### src/rtl/nns_pkg.sv
package nns_pkg;

  localparam int PIX_W      = 32;
  localparam int COORD_W    = 12;
  localparam int DIM_W      = 9;
  localparam int SCALE_W    = 16;
  localparam int CFG_DATA_W = 16;
  localparam int CFG_IDX_W  = 2;
  localparam int PTR_W      = 17;
  localparam int SRC_OUT_W  = 8;
  localparam int IDX_W      = 2 * DIM_W;

  localparam logic [DIM_W-1:0]   RST_WIDTH  = 9'd256;
  localparam logic [DIM_W-1:0]   RST_HEIGHT = 9'd256;
  localparam logic [SCALE_W-1:0] RST_SCALE  = 16'd4096;

  localparam logic [CFG_IDX_W-1:0] CFG_SRC_WIDTH  = 2'd0;
  localparam logic [CFG_IDX_W-1:0] CFG_SRC_HEIGHT = 2'd1;
  localparam logic [CFG_IDX_W-1:0] CFG_SCALE_Q    = 2'd2;

  typedef enum logic {
    OP_LOAD = 1'b0,
    OP_READ = 1'b1
  } opcode_e;

  typedef struct packed {
    logic load;
    logic capture;
    logic bound;
    logic div_start;
    logic index;
    logic read;
    logic respond;
  } nns_cmd_t;

  typedef struct packed {
    logic ok;
    logic div_done;
  } nns_status_t;

endpackage

### src/rtl/nns_ctrl.sv
module nns_ctrl import nns_pkg::*; (
  input  logic        clk_i,
  input  logic        rst_ni,
  input  logic        start_i,
  input  logic        opcode_i,
  input  nns_status_t status_i,
  output nns_cmd_t    cmd_o,
  output logic        busy_o,
  output logic        done_o
);

  typedef enum logic [2:0] {
    S_IDLE,
    S_BOUND,
    S_CHECK,
    S_DIV,
    S_INDEX,
    S_READ,
    S_RESP
  } state_e;

  state_e state_q;
  logic   done_q;
  logic   accept;

  assign accept = start_i && (state_q == S_IDLE);

  always_ff @(posedge clk_i or negedge rst_ni) begin
    if (!rst_ni) begin
      state_q <= S_IDLE;
      done_q  <= 1'b0;
    end else begin
      done_q <= 1'b0;
      case (state_q)
        S_IDLE: begin
          if (accept && opcode_i == OP_READ) begin
            state_q <= S_BOUND;
          end
        end
        S_BOUND: state_q <= S_CHECK;
        S_CHECK: state_q <= status_i.ok ? S_DIV : S_RESP;
        S_DIV: begin
          if (status_i.div_done) begin
            state_q <= S_INDEX;
          end
        end
        S_INDEX: state_q <= S_READ;
        S_READ:  state_q <= S_RESP;
        S_RESP: begin
          state_q <= S_IDLE;
          done_q  <= 1'b1;
        end
        default: state_q <= S_IDLE;
      endcase
    end
  end

  always_comb begin
    cmd_o           = '0;
    cmd_o.load      = accept && (opcode_i == OP_LOAD);
    cmd_o.capture   = accept && (opcode_i == OP_READ);
    cmd_o.bound     = state_q == S_BOUND;
    cmd_o.div_start = (state_q == S_CHECK) && status_i.ok;
    cmd_o.index     = state_q == S_INDEX;
    cmd_o.read      = state_q == S_READ;
    cmd_o.respond   = state_q == S_RESP;
  end

  assign busy_o = state_q != S_IDLE;
  assign done_o = done_q;

endmodule

### config.mk
export PLATFORM = sky130hd
export DESIGN_NAME = nns_ctrl
export DESIGN_NICKNAME = d
export VERILOG_FILES = /design/src/rtl/nns_pkg.sv /design/src/rtl/nns_ctrl.sv
export SDC_FILE = /design/constraint.sdc
export NUM_CORES = 1
export LEC_CHECK = 0
export ABC_AREA = 0
export ABC_CLOCK_PERIOD_IN_PS = 2300
export BUFFER_PORTS_ARGS = -buffer_cell sky130_fd_sc_hd__buf_2
export CORE_AREA = 5 5 42 44
export DETAILED_ROUTE_END_ITERATION = 12
export DIE_AREA = 0 0 47 49
export HOLD_SLACK_MARGIN = 0.15
export PLACE_DENSITY = 0.49
export SLEW_MARGIN = 20
export SYNTH_ARGS = -nofsm -noshare
export SYNTH_HDL_FRONTEND = slang
export SYNTH_SLANG_ARGS = --single-unit
### constraint.sdc
create_clock -name clk_i -period 2.3 [get_ports clk_i]
set_input_delay 0.115 -clock clk_i [delete_from_list [all_inputs] [get_ports clk_i]]
set_output_delay 0.115 -clock clk_i [all_outputs]
set_load 0.05 [all_outputs]
==> results.md <==
- H-tree depth: 1
- Cells after DPL: 55
- Starting Density: 17.9%
- Drt drc: 0
- Post-synth EDFFs: 0
- Slew Viols, Final: 0
- Via count: 243
- Nets: 51
- Final cell count without fillers: 59
- Deepest clock path buffer count: 2
- Antenna violations before repair: 0
- Clk root buf: clkbuf_4
- Clk_lat worst skew: 0.23 ns
- RSZ-0062 raised after global routing: false
- Post-CTS Repair Setup Buffers: 0
- Fin Clk Skew: 0.000469 ns
- Mapped Avg Cell Area: 10.1 µm²
- Yosys reg bits: 4
- Antenna cells: 0
- Post-Syn Nets: 31
- Chip height: 49 µm
- Mapped Cells: 25
- Fraction of layout cells with a size suffix above 1: 55.8%
- Area growth syn-to-layout: 48.8%
- Via density: 4.12
- Worst IR Drop VDD: 559 µV
- WL final: 551 µm
- Post-CTS Resized: 0
- Post-DP HPWL: 455 µm
- Pwr dens: 1640 nW/µm²
- Arrival time at the worst endpoint: 1.39 ns
- Setup TNS: 0 ns
- Ranking of synthesized cells by area: dfrtp_1 40%, nor2b_1 7.5%, o32ai_2 6.5%
- Status: completed
- CP max FO: 7
- Fillers: 160
- Placer Congestion: 0.662
- Power, Total: 0.612 mW
- Core ar.: 1400 µm²
- P_leak: 0.195 nW
- HP Class: in2reg
- Drt pass-1 iters: 2
- Mapped Area: 251 µm²
- Origin of the critical flop-to-flop path: state_q[0]
- Count leader, synth: dfrtp_1
- Die area: 2300 µm²
- Most frequent cells after synthesis: 4 x dfrtp_1, 3 x nor2_1, 3 x nor2b_1
- Std-Cell Rows: 14
- Final setup violation count: 0
- Max Clk Rate: 0.664 GHz
- Total of max-cap violations: 0
- Io pins: 15
- First-pass GRT wire length: 938 µm
- Util after Layout: 26.7%
- ANT nets after route: 0
- Crit end category: primary output
- Vias in the first global route: 249
- Part of the cycle the worst path needs: 65.5%
- Global route overflow: 0
- Final hold vios: 0
- Min Hold Slack: 0.176 ns
- Post-CTS Hold Buffers: 1
- Slew margin rel.: 82.2%
- Yosys top cell area share: 39.8%
- PortBufs: 14
- CTS tree: built
- CP required: 2.18 ns
- Fin crit period: 1.51 ns
- Post-synthesis sequential area ratio: 39.8%
- Async SR Flop Fraction: 100%
- Reg clk slew, reported paths: 0.04 ns
- Post-synth top flop: dfrtp_1
- Sinks on Clock Net: 4
- Initial DRC count: 5
- Startpoint type of the worst setup path: flop
- Number of distinct library cells after synthesis: 18
- Leading area contributor after synthesis: dfrtp_1
- CTS Buf Count: 3
- Setup CP Type: reg2out
- Die width: 47 µm
- Multi-input logic area: 144 µm²
- Largest net degree at the start of global routing: 9
- Tightest Pin Transition: 0.267 ns
- Tot GR Track Use: 5.72%
- HP Start: start_i
- Ys Warns: 0
- Wire per inst: 9.34 µm
- Worst Setup SP: state_q[1]
- Register area: 100 µm²
-- per-stage QoR --
stage / setup slack (ns) / cell area [µm²]
final: 0.793 / 374
after global routing: 0.673 / 374
after CTS: 0.774 / 374
after detailed placement: 1.03 / 342
after global placement: 1.04 / 342
after floorplan: 0.626 / 251
-- report_power, final --
group	leakage (nW)	internal [mW]	switching, mW
Sequential	0.0511	0.101	0.0496
Combinational	0.130	0.117	0.260
Clock	0.0138	0.0582	0.0267
Total	0.195	0.276	0.336
-- placed cells by master (no fill, tap or decap), types with 3 or more instances in the layout --
cell / synthesis / final
clkbuf_4: 0 / 3
nor2b_1: 3 / 3
buf_2: 0 / 14
nor2_1: 3 / 3
dfrtp_1: 4 / 4
-- layer usage --
metal | vias up | track usage, % | share of wire, %
met5 | - | 0 | 0
met4 | 0 | 2.76 | 0
met3 | 0 | 4.80 | 16
met2 | 14 | 7.24 | 39
met1 | 105 | 6.65 | 46
li1 | 124 | - | -
-- registers in the layout (all words and copies together), names as in the netlist --
signal	cells
state_q	3
done_o	1
-- cells by family after synthesis --
family | count (synthesis) | share of synthesized area, %
simple gates | 15 | 41.3
buf+inv | 2 | 2.98
compound gates | 4 | 15.9
flops | 4 | 39.8
-- final timing paths --
check                             endpoint  depth (start not counted)  slack (ns)
worst min-delay path            state_q[0]                          3        0.18
worst max-delay path              cmd_o[6]                          4        0.79
min in group asynchronous       state_q[0]                          2        0.21
worst max register to register  state_q[0]                          2        1.33
worst min register to register  state_q[0]                          2        0.64
max in group asynchronous       state_q[1]                          2        1.97
-- cell type report --
cell class,count,area share [%]
Tap cell,16,5.35
Clock buffer,3,6.02
Timing Repair Buffer,15,21.4
Multi-Input combinational cell,19,38.5
Sequential cell,4,26.8
Inverter,2,2.01
-- critical path, cell delays in order (launching register included) --
cell and delay [ns]:
dfrtp_1 0.46, nor3_2 0.23, inv_2 0.06, nor3b_2 0.14, buf_2 0.28
Power figures use the tool's default switching activity.
